### src/design/lrt_pkg.sv
// Shared types and constants for the LRU recency tracker.
package lrt_pkg;

   // Default number of keys held in the recency stack.
   localparam int ENTRIES_DEFAULT = 16;

   // Width of one cache key.
   localparam int KEY_W = 16;

   // Depth of the command queue and of the result queue.
   localparam int QUEUE_DEPTH = 2;

   // Operation codes on the request channel.
   localparam logic [1:0] OP_INSERT = 2'd0;
   localparam logic [1:0] OP_EVICT  = 2'd1;
   localparam logic [1:0] OP_TOUCH  = 2'd2;
   localparam logic [1:0] OP_NOP    = 2'd3;

   // Result status codes.
   typedef enum logic [1:0] {
      ST_OK      = 2'd0,
      ST_EMPTY   = 2'd1,
      ST_FULL    = 2'd2,
      ST_MISSING = 2'd3
   } status_type;

   // Decoded command kinds handed from the front end to the stack.
   typedef enum logic [1:0] {
      CMD_INSERT,
      CMD_EVICT,
      CMD_TOUCH,
      CMD_NOP
   } cmd_kind_type;

   typedef struct packed {
      cmd_kind_type     kind;
      logic [KEY_W-1:0] key;
   } cmd_type;

   typedef struct packed {
      logic [KEY_W-1:0] key;
      status_type       status;
   } rsp_type;

endpackage

### src/design/lrt_front.sv
// Front end: accepts request transactions, decodes them and queues the commands.
module lrt_front (
   input  logic                     clock,
   input  logic                     reset,
   input  logic                     push,
   input  logic [1:0]               req_operation,
   input  logic [lrt_pkg::KEY_W-1:0] req_key,
   output logic                     full,
   output logic                     cmd_valid,
   output lrt_pkg::cmd_type         cmd,
   input  logic                     cmd_take
);

   localparam int PTR_W = (lrt_pkg::QUEUE_DEPTH > 1) ? $clog2(lrt_pkg::QUEUE_DEPTH) : 1;
   localparam int CNT_W = $clog2(lrt_pkg::QUEUE_DEPTH + 1);

   lrt_pkg::cmd_type   slot_ff [lrt_pkg::QUEUE_DEPTH];
   logic [PTR_W-1:0]   wr_ptr_ff, wr_ptr_in;
   logic [PTR_W-1:0]   rd_ptr_ff, rd_ptr_in;
   logic [CNT_W-1:0]   count_ff, count_in;
   lrt_pkg::cmd_type   decoded;
   logic               do_push;
   logic               do_pop;

   // Decode the operation code into a command kind.
   always_comb begin
      decoded.key = req_key;
      unique case (req_operation)
         lrt_pkg::OP_INSERT: decoded.kind = lrt_pkg::CMD_INSERT;
         lrt_pkg::OP_EVICT:  decoded.kind = lrt_pkg::CMD_EVICT;
         lrt_pkg::OP_TOUCH:  decoded.kind = lrt_pkg::CMD_TOUCH;
         lrt_pkg::OP_NOP:    decoded.kind = lrt_pkg::CMD_NOP;
         default:            decoded.kind = lrt_pkg::CMD_NOP;
      endcase
   end

   assign full      = (count_ff == CNT_W'(lrt_pkg::QUEUE_DEPTH));
   assign cmd_valid = (count_ff != '0);
   assign cmd       = slot_ff[rd_ptr_ff];
   assign do_push   = push && !full;
   assign do_pop    = cmd_take && cmd_valid;

   // Pointer and fill count updates.
   always_comb begin
      wr_ptr_in = wr_ptr_ff;
      rd_ptr_in = rd_ptr_ff;
      count_in  = count_ff;
      if (do_push) begin
         wr_ptr_in = (wr_ptr_ff == PTR_W'(lrt_pkg::QUEUE_DEPTH - 1)) ? '0 : wr_ptr_ff + 1'b1;
      end
      if (do_pop) begin
         rd_ptr_in = (rd_ptr_ff == PTR_W'(lrt_pkg::QUEUE_DEPTH - 1)) ? '0 : rd_ptr_ff + 1'b1;
      end
      if (do_push && !do_pop) begin
         count_in = count_ff + 1'b1;
      end else if (do_pop && !do_push) begin
         count_in = count_ff - 1'b1;
      end
   end

   always_ff @(posedge clock) begin
      if (reset) begin
         wr_ptr_ff <= '0;
         rd_ptr_ff <= '0;
         count_ff  <= '0;
      end else begin
         wr_ptr_ff <= wr_ptr_in;
         rd_ptr_ff <= rd_ptr_in;
         count_ff  <= count_in;
      end
   end

   // Command storage needs no reset.
   always_ff @(posedge clock) begin
      if (do_push) begin
         slot_ff[wr_ptr_ff] <= decoded;
      end
   end

endmodule

### src/design/lrt_stack.sv
// Back end: parallel compare-and-shift recency stack; one command per cycle unless rsp_full.
module lrt_stack #(
   parameter int ENTRIES = lrt_pkg::ENTRIES_DEFAULT
) (
   input  logic                               clock,
   input  logic                               reset,
   input  logic                               cmd_valid,
   input  lrt_pkg::cmd_type                   cmd,
   output logic                               cmd_take,
   input  logic                               rsp_full,
   output lrt_pkg::rsp_type                   rsp,
   output logic [$clog2(ENTRIES+1)-1:0]       occupancy
);

   localparam int IDX_W = $clog2(ENTRIES);
   localparam int OCC_W = $clog2(ENTRIES + 1);

   logic [lrt_pkg::KEY_W-1:0] keys_ff [ENTRIES];
   logic [lrt_pkg::KEY_W-1:0] keys_in [ENTRIES];
   logic [OCC_W-1:0]          occ_ff, occ_in;
   logic [ENTRIES-1:0]        match;
   logic [ENTRIES-1:0]        hit_below;
   logic                      found;
   logic                      is_full;
   logic                      is_empty;
   logic [OCC_W-1:0]          occ_dec;
   logic [IDX_W-1:0]          lru_idx;

   assign cmd_take  = cmd_valid && !rsp_full;
   assign occupancy = occ_ff;
   assign is_full   = (occ_ff == OCC_W'(ENTRIES));
   assign is_empty  = (occ_ff == '0);
   assign occ_dec   = occ_ff - 1'b1;
   assign lru_idx   = occ_dec[IDX_W-1:0];

   // Every valid cell compares its key with the command key.
   always_comb begin
      for (int i = 0; i < ENTRIES; i++) begin
         match[i] = (OCC_W'(i) < occ_ff) && (keys_ff[i] == cmd.key);
      end
   end

   assign found = |match;

   // A cell shifts on touch only if no match sits at a more recent position.
   always_comb begin
      logic [ENTRIES-1:0] lower;
      for (int i = 0; i < ENTRIES; i++) begin
         for (int j = 0; j < ENTRIES; j++) begin
            lower[j] = (j < i);
         end
         hit_below[i] = |(match & lower);
      end
   end

   // Next state of the stack and the result of the command.
   always_comb begin
      for (int i = 0; i < ENTRIES; i++) begin
         keys_in[i] = keys_ff[i];
      end
      occ_in     = occ_ff;
      rsp.key    = '0;
      rsp.status = lrt_pkg::ST_OK;
      case (cmd.kind)
         lrt_pkg::CMD_INSERT: begin
            if (is_full) begin
               rsp.status = lrt_pkg::ST_FULL;
            end else begin
               keys_in[0] = cmd.key;
               for (int i = 1; i < ENTRIES; i++) begin
                  keys_in[i] = keys_ff[i-1];
               end
               occ_in = occ_ff + 1'b1;
            end
         end
         lrt_pkg::CMD_EVICT: begin
            if (is_empty) begin
               rsp.status = lrt_pkg::ST_EMPTY;
            end else begin
               rsp.key = keys_ff[lru_idx];
               occ_in  = occ_dec;
            end
         end
         lrt_pkg::CMD_TOUCH: begin
            if (!found) begin
               rsp.status = lrt_pkg::ST_MISSING;
            end else begin
               keys_in[0] = cmd.key;
               for (int i = 1; i < ENTRIES; i++) begin
                  if (!hit_below[i]) begin
                     keys_in[i] = keys_ff[i-1];
                  end
               end
            end
         end
         default: begin
            rsp.status = lrt_pkg::ST_OK;
         end
      endcase
   end

   always_ff @(posedge clock) begin
      if (reset) begin
         occ_ff <= '0;
      end else if (cmd_take) begin
         occ_ff <= occ_in;
      end
   end

   // Key cells are undefined until written and need no reset.
   always_ff @(posedge clock) begin
      if (cmd_take) begin
         for (int i = 0; i < ENTRIES; i++) begin
            keys_ff[i] <= keys_in[i];
         end
      end
   end

endmodule

### src/design/lrt_rsp_queue.sv
// Result queue that holds finished results until the receiver pops them.
module lrt_rsp_queue (
   input  logic             clock,
   input  logic             reset,
   input  logic             wr_en,
   input  lrt_pkg::rsp_type wr_data,
   output logic             rsp_full,
   output logic             empty,
   input  logic             pop,
   output lrt_pkg::rsp_type rd_data
);

   localparam int PTR_W = (lrt_pkg::QUEUE_DEPTH > 1) ? $clog2(lrt_pkg::QUEUE_DEPTH) : 1;
   localparam int CNT_W = $clog2(lrt_pkg::QUEUE_DEPTH + 1);

   lrt_pkg::rsp_type   slot_ff [lrt_pkg::QUEUE_DEPTH];
   logic [PTR_W-1:0]   wr_ptr_ff, wr_ptr_in;
   logic [PTR_W-1:0]   rd_ptr_ff, rd_ptr_in;
   logic [CNT_W-1:0]   count_ff, count_in;
   logic               do_push;
   logic               do_pop;

   assign rsp_full = (count_ff == CNT_W'(lrt_pkg::QUEUE_DEPTH));
   assign empty    = (count_ff == '0);
   assign rd_data  = slot_ff[rd_ptr_ff];
   assign do_push  = wr_en && !rsp_full;
   assign do_pop   = pop && !empty;

   // Pointer and fill count updates.
   always_comb begin
      wr_ptr_in = wr_ptr_ff;
      rd_ptr_in = rd_ptr_ff;
      count_in  = count_ff;
      if (do_push) begin
         wr_ptr_in = (wr_ptr_ff == PTR_W'(lrt_pkg::QUEUE_DEPTH - 1)) ? '0 : wr_ptr_ff + 1'b1;
      end
      if (do_pop) begin
         rd_ptr_in = (rd_ptr_ff == PTR_W'(lrt_pkg::QUEUE_DEPTH - 1)) ? '0 : rd_ptr_ff + 1'b1;
      end
      if (do_push && !do_pop) begin
         count_in = count_ff + 1'b1;
      end else if (do_pop && !do_push) begin
         count_in = count_ff - 1'b1;
      end
   end

   always_ff @(posedge clock) begin
      if (reset) begin
         wr_ptr_ff <= '0;
         rd_ptr_ff <= '0;
         count_ff  <= '0;
      end else begin
         wr_ptr_ff <= wr_ptr_in;
         rd_ptr_ff <= rd_ptr_in;
         count_ff  <= count_in;
      end
   end

   // Result storage needs no reset.
   always_ff @(posedge clock) begin
      if (do_push) begin
         slot_ff[wr_ptr_ff] <= wr_data;
      end
   end

endmodule

### src/design/lru_recency_tracker.sv
// Top level of the LRU recency tracker: command queue, recency stack and result queue.
//
// The block keeps up to ENTRIES cache keys in recency order, most recent first.
// Requests arrive as a queue: a transaction is taken at a clock edge with push high
// and full low. req_operation selects insert (0), evict least recent (1), touch (2);
// code 3 does nothing and reports ok. Every request gives exactly one result.
// Results leave as a queue: while empty is low the oldest result sits on
// rsp_result_key and rsp_status, and it is taken at an edge with pop high.
// Status is 0 ok, 1 evict on empty, 2 insert when full, 3 touch not found;
// rsp_result_key carries the evicted key on a good evict and is zero otherwise.
// Requests are registered in the command queue, results in the result queue. The stack
// compares and shifts all cells combinationally: one request per cycle while pop is high.
// A two-entry command queue feeds the stack and a two-entry result queue drains
// it; when pop is held low the result queue fills, the stack stops, and full rises
// once the command queue is also full. Reset clears both queues and the occupancy
// count; no clearing pass is needed, so requests are taken right after reset.
module lru_recency_tracker #(
   parameter int ENTRIES = lrt_pkg::ENTRIES_DEFAULT
) (
   input  logic                      clock,
   input  logic                      reset,
   input  logic                      push,
   output logic                      full,
   input  logic [1:0]                req_operation,
   input  logic [lrt_pkg::KEY_W-1:0] req_key,
   output logic                      empty,
   input  logic                      pop,
   output logic [lrt_pkg::KEY_W-1:0] rsp_result_key,
   output logic [1:0]                rsp_status
);

   localparam int OCC_W = $clog2(ENTRIES + 1);

   logic             cmd_valid;
   lrt_pkg::cmd_type cmd;
   logic             cmd_take;
   logic             rsp_full;
   lrt_pkg::rsp_type stack_rsp;
   lrt_pkg::rsp_type head_rsp;
   logic [OCC_W-1:0] occupancy;

   // Request decode and command queue.
   lrt_front u_front (
      .clock         (clock),
      .reset         (reset),
      .push          (push),
      .req_operation (req_operation),
      .req_key       (req_key),
      .full          (full),
      .cmd_valid     (cmd_valid),
      .cmd           (cmd),
      .cmd_take      (cmd_take)
   );

   // Recency stack.
   lrt_stack #(
      .ENTRIES (ENTRIES)
   ) u_stack (
      .clock     (clock),
      .reset     (reset),
      .cmd_valid (cmd_valid),
      .cmd       (cmd),
      .cmd_take  (cmd_take),
      .rsp_full  (rsp_full),
      .rsp       (stack_rsp),
      .occupancy (occupancy)
   );

   // Result queue.
   lrt_rsp_queue u_rsp_queue (
      .clock    (clock),
      .reset    (reset),
      .wr_en    (cmd_take),
      .wr_data  (stack_rsp),
      .rsp_full (rsp_full),
      .empty    (empty),
      .pop      (pop),
      .rd_data  (head_rsp)
   );

   assign rsp_result_key = head_rsp.key;
   assign rsp_status     = head_rsp.status;

   // The occupancy count never passes the stack size.
   assert property (@(posedge clock) disable iff (reset) occupancy <= OCC_W'(ENTRIES))
      else $error("occupancy exceeds the stack size");

   // Any result other than ok carries a zero key.
   assert property (@(posedge clock) disable iff (reset)
      (cmd_take && stack_rsp.status != lrt_pkg::ST_OK) |-> stack_rsp.key == '0)
      else $error("failed command returned a nonzero key");

   // The stack only takes a command while one is queued and there is room for its result.
   assert property (@(posedge clock) disable iff (reset)
      cmd_take |-> (cmd_valid && !rsp_full))
      else $error("stack took a command without a queued command or result room");

   // Occupancy moves by at most one per command and holds when no command is taken.
   assert property (@(posedge clock) disable iff (reset)
      !cmd_take |=> $stable(occupancy))
      else $error("occupancy changed without a command");

endmodule

### config.mk
export PLATFORM = sky130hd
export DESIGN_NAME = lru_recency_tracker
export DESIGN_NICKNAME = d
export VERILOG_FILES = /design/src/design/lrt_pkg.sv /design/src/design/lrt_front.sv /design/src/design/lrt_stack.sv /design/src/design/lrt_rsp_queue.sv /design/src/design/lru_recency_tracker.sv
export SDC_FILE = /design/constraint.sdc
export NUM_CORES = 1
export LEC_CHECK = 0
export BUFFER_PORTS_ARGS = -buffer_cell sky130_fd_sc_hd__buf_2
export CORE_MARGIN = 2
export CORE_UTILIZATION = 32
export CTS_BUF_LIST = sky130_fd_sc_hd__clkbuf_8
export DETAILED_ROUTE_END_ITERATION = 7
export SYNTH_ARGS = -nofsm -noshare
export SYNTH_HDL_FRONTEND = slang
export SYNTH_SLANG_ARGS = --single-unit
### constraint.sdc
create_clock -name clock -period 5.2 [get_ports clock]
set_input_delay 0.52 -clock clock [delete_from_list [all_inputs] [get_ports clock]]
set_output_delay 0.52 -clock clock [all_outputs]
set_load 0.05 [all_outputs]
---- Yosys cells after proc, flatten, opt, wreduce, memory -nomap -nowiden ----
Memories as Yosys holds them, arrays and structs flattened. A register that Yosys moved wholly into a read port is not among the register bits.
Index checks and enable logic that the tools add are counted.
storage, ports and cells
  flip-flop bits (word level) ............. 13
  bits in writable memories ............... 328
  logic and storage cells ................. 164
  output and inout bits ................... 20
  memories kept ........................... 3
  input port bits ......................... 22
operators by class
  reduce and logical (&&, ||, !) cells .... 56
  $add $sub $neg .......................... 10
  equal/unequal tests ..................... 26
  magnitude comparators ................... 16
  mux-type cells .......................... 46
memory list
  memory               words  width  read ports  clocked after Yosys merged registers in  wr ports  RTL line             source
  u_stack.keys_ff      16     16     17          0                                        16        lrt_stack.sv:18      logic [lrt_pkg::KEY_W-1:0] keys_ff [ENTRIES];
  u_front.slot_ff      2      18     1           1                                        1         lrt_front.sv:17      lrt_pkg::cmd_type slot_ff [lrt_pkg::QUEUE_DEPTH];
  u_rsp_queue.slot_ff  2      18     1           1                                        1         lrt_rsp_queue.sv:16  lrt_pkg::rsp_type slot_ff [lrt_pkg::QUEUE_DEPTH];
operators with widths
  kind                  count
  $mux W256             2
  $pmux W256 S2         1
  $mux W16              17
  $eq A16 B16 Y1        16
  $lt A4 B5 Y1 const A  8
  $logic_and A1 B1 Y1   25
  $lt A3 B5 Y1 const A  4
  $reduce_or A16 Y1     1
  $mux W1               15
  $reduce_or A15 Y1     1
  $reduce_or A14 Y1     1
  $reduce_or A13 Y1     1
  $mux W2               6
  $reduce_or A12 Y1     1
  $reduce_or A11 Y1     1
  $eq A2 B2 Y1 const B  5
  $lt A1 B5 Y1 const A  2
  $lt A2 B5 Y1 const A  2
  $mux W5               2
  $pmux W5 S2           1
  $reduce_or A10 Y1     1
  $reduce_or A9 Y1      1
  $pmux W2 S4           1
  $reduce_bool A2 Y1    4
  other kinds (20)      35

---- Logic depth before layout (Yosys ltp) ----
  depth after elaboration ................. 8
  mapped depth ............................ 13
  mapped depth without buffers ............ 9

---- By module ----
From an unflattened synthesis, not the netlist that was laid out.
second synthesis, totals
  cells, all modules ...................... 1072
  area total of the unflattened synthesis .. 16937.5 µm²
by module, submodules not included
  module         instances  area each (µm²)  cells each  seq. area each (µm²)
  lrt_stack      1          13899.6          908         7787.5
  lrt_front      1          1524.0           83          1181.1
  lrt_rsp_queue  1          1514.0           81          1181.1

---- Worst setup path before layout ----
OpenSTA, ideal clock, no wires.
  path kind ............................... reg2reg
  from .................................... reg, netlist name u_stack.occupancy[0]
  to ...................................... mem u_stack.keys_ff[10][0] in the netlist's numbering (enable)
  stages on the path, launching flop included .. 12
  library setup time ...................... 0.390 ns
  data required time ...................... 4.810 ns
  clock period less this slack ............ 3.722 ns
  buffers on the path ..................... 4
  data arrival time ....................... 3.332 ns
  path slack .............................. 1.478 ns
  cells stage by stage .................... dfxtp_1 clkbuf_1 buf_2 buf_1 inv_1 ha_1 and3_1 nand3_1 nand3_1 a31oi_4 buf_6 nor2b_1
RTL lines
  item              RTL line
  end: declaration  lrt_stack.sv:18

==> run summary <==
Number of buffers inserted during clock tree synthesis -> 56
Post-Syn Area -> 17400 um^2
Number of buffers between clock root and the deepest sink -> 3
Highest cell delay on the worst timing path -> 0.71 ns
Critical path fanouts, max -> 16
Final worst clock skew -> 0.0576 ns
Synth warnings -> 0
Wire length of the first global-routing pass -> 69000 um
Design Area, Final -> 19600 um^2
Setup_tns -> 0 ns
Async SR Flop Fraction -> 0
Worst hold path startpoint -> req_key[10]
Arrival time of the worst setup path -> 4.71 ns
Critical Setup Path Class -> flip-flop to flip-flop
Top Ports -> 42
Tightest Hold Check Type -> primary input to flip-flop
Hold EP -> u_front.slot_ff[1][10]
Post-synthesis area per instance -> 14.7 um^2
CTS root buffer -> clkbuf_8
Number of storage elements in the synthesis netlist -> 343
Startpoint class of the critical path -> flip-flop
Sequential-to-total area share from yosys stat -> 0.584
Antenna violations before repair -> 6
Slew of the pin with the lowest slew margin -> 1.07 ns
Number of global-route vias before repair -> 10700
Die outline area -> 56100 um^2
Largest net degree at the start of global routing -> 50
Via-to-Cell Ratio -> 5.19
Clk Latency, worst-skew pair -> 0.64 ns
1st-iter DRT viols -> 908
Worst slew margin -> 0.286
Final setup fails -> 0
Ratio of cells with drive above 1 in the final layout -> 0.209
Combined area of the multi-input logic cells -> 6850 um^2
Gr usage total -> 0.166
Power per Cell Area -> 658 nW/um^2
FP Rows -> 85
Instance area after placement -> 18500 um^2
Quantity of I/O buffers inserted on ports -> 41
Total net switching power -> 5340 uW
FILL cells -> 5120
GR Overflow Total -> 0
Sequential share of power -> 0.372
Resized cells post-CTS -> 0
Unrepaired setup endpoints after global routing -> no
Worst hold path depth -> 1
Most used flip-flop cell after synthesis -> edfxtp_1
HPWL after detailed placement -> 36000 um
Leakage power of the design -> 0.00607 uW
Sequential standard cell area -> 10200 um^2
Final worst path period share -> 0.865
Cell Chain, Critical Path -> buf_4 > mux2i_4 > buf_4 > xnor2_1 > nor4_1 > nand3_1 > o22ai_1 > nor4_2 > a31oi_4 > and2b_1
Cell depth of the worst flop-to-flop path -> 10
CTS H-tree lvls -> 2
Clock Pin Slew Worst Setup and Hold Paths -> 0.06 ns
Finished Core Util -> 0.365
Worst VDD drop -> 0.333 mV
Share of power burned in the clock network -> 0.182
Hold Violations, Final -> 0
Final weighted congestion in routability-driven placement -> 0.947
Synth Instances -> 1184
Post-synthesis net count -> 1212
Clock tree from TritonCTS -> yes
Slowest CP cell -> dfxtp_2
Top cell by count, worst path -> buf_4
Floorplan die height -> 237 um
Hold slack final -> 0.0872 ns
Endpoint of the lowest-slack register-to-register path -> u_stack.keys_ff[1][2]
Result of the run -> finished, final reports clean
Hold buffer count at CTS -> 0
Number of nets with antenna violations after detailed routing -> 0
Area growth from synthesis to layout -> 13.0%
CP endpoint kind -> flip-flop
Endpoint required time on the critical path -> 5.42 ns
Share of power burned in combinational logic -> 0.446
Delay-heaviest family, CP -> simple AND/OR/NAND/NOR gates
Detail-routed net length per standard cell -> 23.2 um
Number of enable flip-flop cells after synthesis -> 328
Worst Path Buf+Inv -> 2
Switching power share of the total -> 0.413
Final min period -> 4.50 ns
Initial cell density of the core -> 0.323
Max frequency -> 222 MHz
Number of detailed-routing iterations run before antenna repair -> 5
Post-CTS repair timing setup buffer count -> 0
Unique masters post-synth -> 56
Final #Nets -> 1297
Width of the die -> 237 um
DRC violation count after routing -> 0
Internal power -> 7580 uW
Clock Sinks -> 343
Core ar. -> 53700 um^2
Slack of the worst reg-to-reg path -> 0.70 ns
Max-slew violation total from the final report -> 0
Max capacitance violation total -> 0
Wire length reported by the detailed router -> 46700 um
Vias -> 10400
==> cells in the final DEF, fill, tap and decap left out, drive strengths merged, types with 23 or more instances in the layout <==
cell type,instances
nand3,23
a211oi,37
edfxtp,328
nor2,55
mux2i,34
nand2,23
nor4,76
clkbuf,62
xnor2,245
buf,85
xor2,25
mux4,64
inv,40
==> registers in the layout, summed over array words and instances, names as in the netlist, named ones only <==
register               cells
u_stack.keys_ff          256
u_rsp_queue.rd_ptr_ff      1
u_stack.occupancy          5
u_front.slot_ff           36
u_rsp_queue.slot_ff       36
u_front.rd_ptr_ff          1
u_front.count_ff           2
u_front.wr_ptr_ff          1
u_rsp_queue.count_ff       2
u_rsp_queue.wr_ptr_ff      1
==> power by group through the flow <==
stage / Clock, uW / Sequential [uW] / Combinational [uW]
floorplan: 0 / 4550 / 4110
CTS: 2400 / 4810 / 5770
global route: 2530 / 4910 / 6100
detailed placement: 0 / 4860 / 5750
global placement: 0 / 4820 / 5700
finish: 2350 / 4810 / 5760
==> metrics by stage <==
stage / total power [uW] / setup slack [ns] / instances
global placement: 10500 / 0.796 / 1907
detailed placement: 10600 / 0.715 / 1907
floorplan: 8660 / 1.48 / 1184
finish: 12900 / 0.704 / 2012
CTS: 13000 / 0.667 / 2011
global route: 13500 / 0.404 / 2012
==> kinds of logic (layout without fill, tap and decap cells) <==
family,Yosys count,count (layout),share of synthesized area
AO/OA/AOI/OAI,102,102,0.0425
XOR/XNOR,270,270,0.137
adder cells (fa/ha/maj),6,6,0.00432
buffers and inverters,82,213,0.0249
flip-flops,343,343,0.584
multiplexers,116,116,0.123
other,0,1,0
AND/OR/NAND/NOR,265,265,0.0843
==> cells in the mapped netlist, types with 5 or more instances <==
cell type,instances,area share
buf_6,5,0.0032
nor2b_1,20,0.0072
nand4_1,20,0.0072
mux2i_1,22,0.013
a21boi_1,5,0.0022
o21ai_0,9,0.0026
a21oi_1,15,0.0043
a211oi_1,37,0.016
nor2_1,55,0.012
o22ai_1,9,0.0032
nor3_1,19,0.0055
xor2_1,25,0.013
ha_1,6,0.0043
or3_1,14,0.0050
inv_1,24,0.0052
nand3_1,23,0.0066
buf_2,5,0.0014
mux2_2,18,0.012
xnor2_1,244,0.12
clkbuf_1,28,0.0061
nor4_2,7,0.0050
dfxtp_1,15,0.017
nand2_1,23,0.0050
mux2i_4,12,0.016
buf_4,14,0.0061
edfxtp_1,328,0.57
o21a_1,8,0.0035
nor4_1,69,0.025
mux4_2,64,0.083
==> layer usage <==
metal | GRT usage | up-vias | wire length [um]
met5 | 0 | - | 0
met4 | 0.0547 | 0 | 1400
met3 | 0.0252 | 95 | 2460
met2 | 0.278 | 378 | 22300
met1 | 0.222 | 5239 | 20500
li1 | - | 4732 | -
==> cell type report <==
| cell class | count | share of cell area |
|---|---|---|
| Antenna cell | 1 | 0.000128 |
| Clock buffer | 62 | 0.0435 |
| Clock inverter | 42 | 0.0134 |
| Inverter | 24 | 0.00459 |
| Multi-Input combinational cell | 759 | 0.349 |
| Sequential cell | 343 | 0.518 |
| Tap cell | 696 | 0.0444 |
| Timing Repair Buffer | 85 | 0.0273 |
==> worst max path at each step <==
stage	from	to	slack, ns	depth (start not counted)
floorplan	u_stack.occupancy[0]	u_stack.keys_ff[10][0]	1.48	11
global placement	flip-flop	u_stack.keys_ff[1][2]	0.80	9
detailed placement	flip-flop	u_stack.keys_ff[1][2]	0.72	9
CTS	flip-flop	u_stack.keys_ff[1][7]	0.67	9
global route	flip-flop	u_stack.keys_ff[4][3]	0.40	9
finish	flip-flop	u_stack.keys_ff[1][2]	0.70	10
Note: power is estimated with default switching activity, not from simulation.
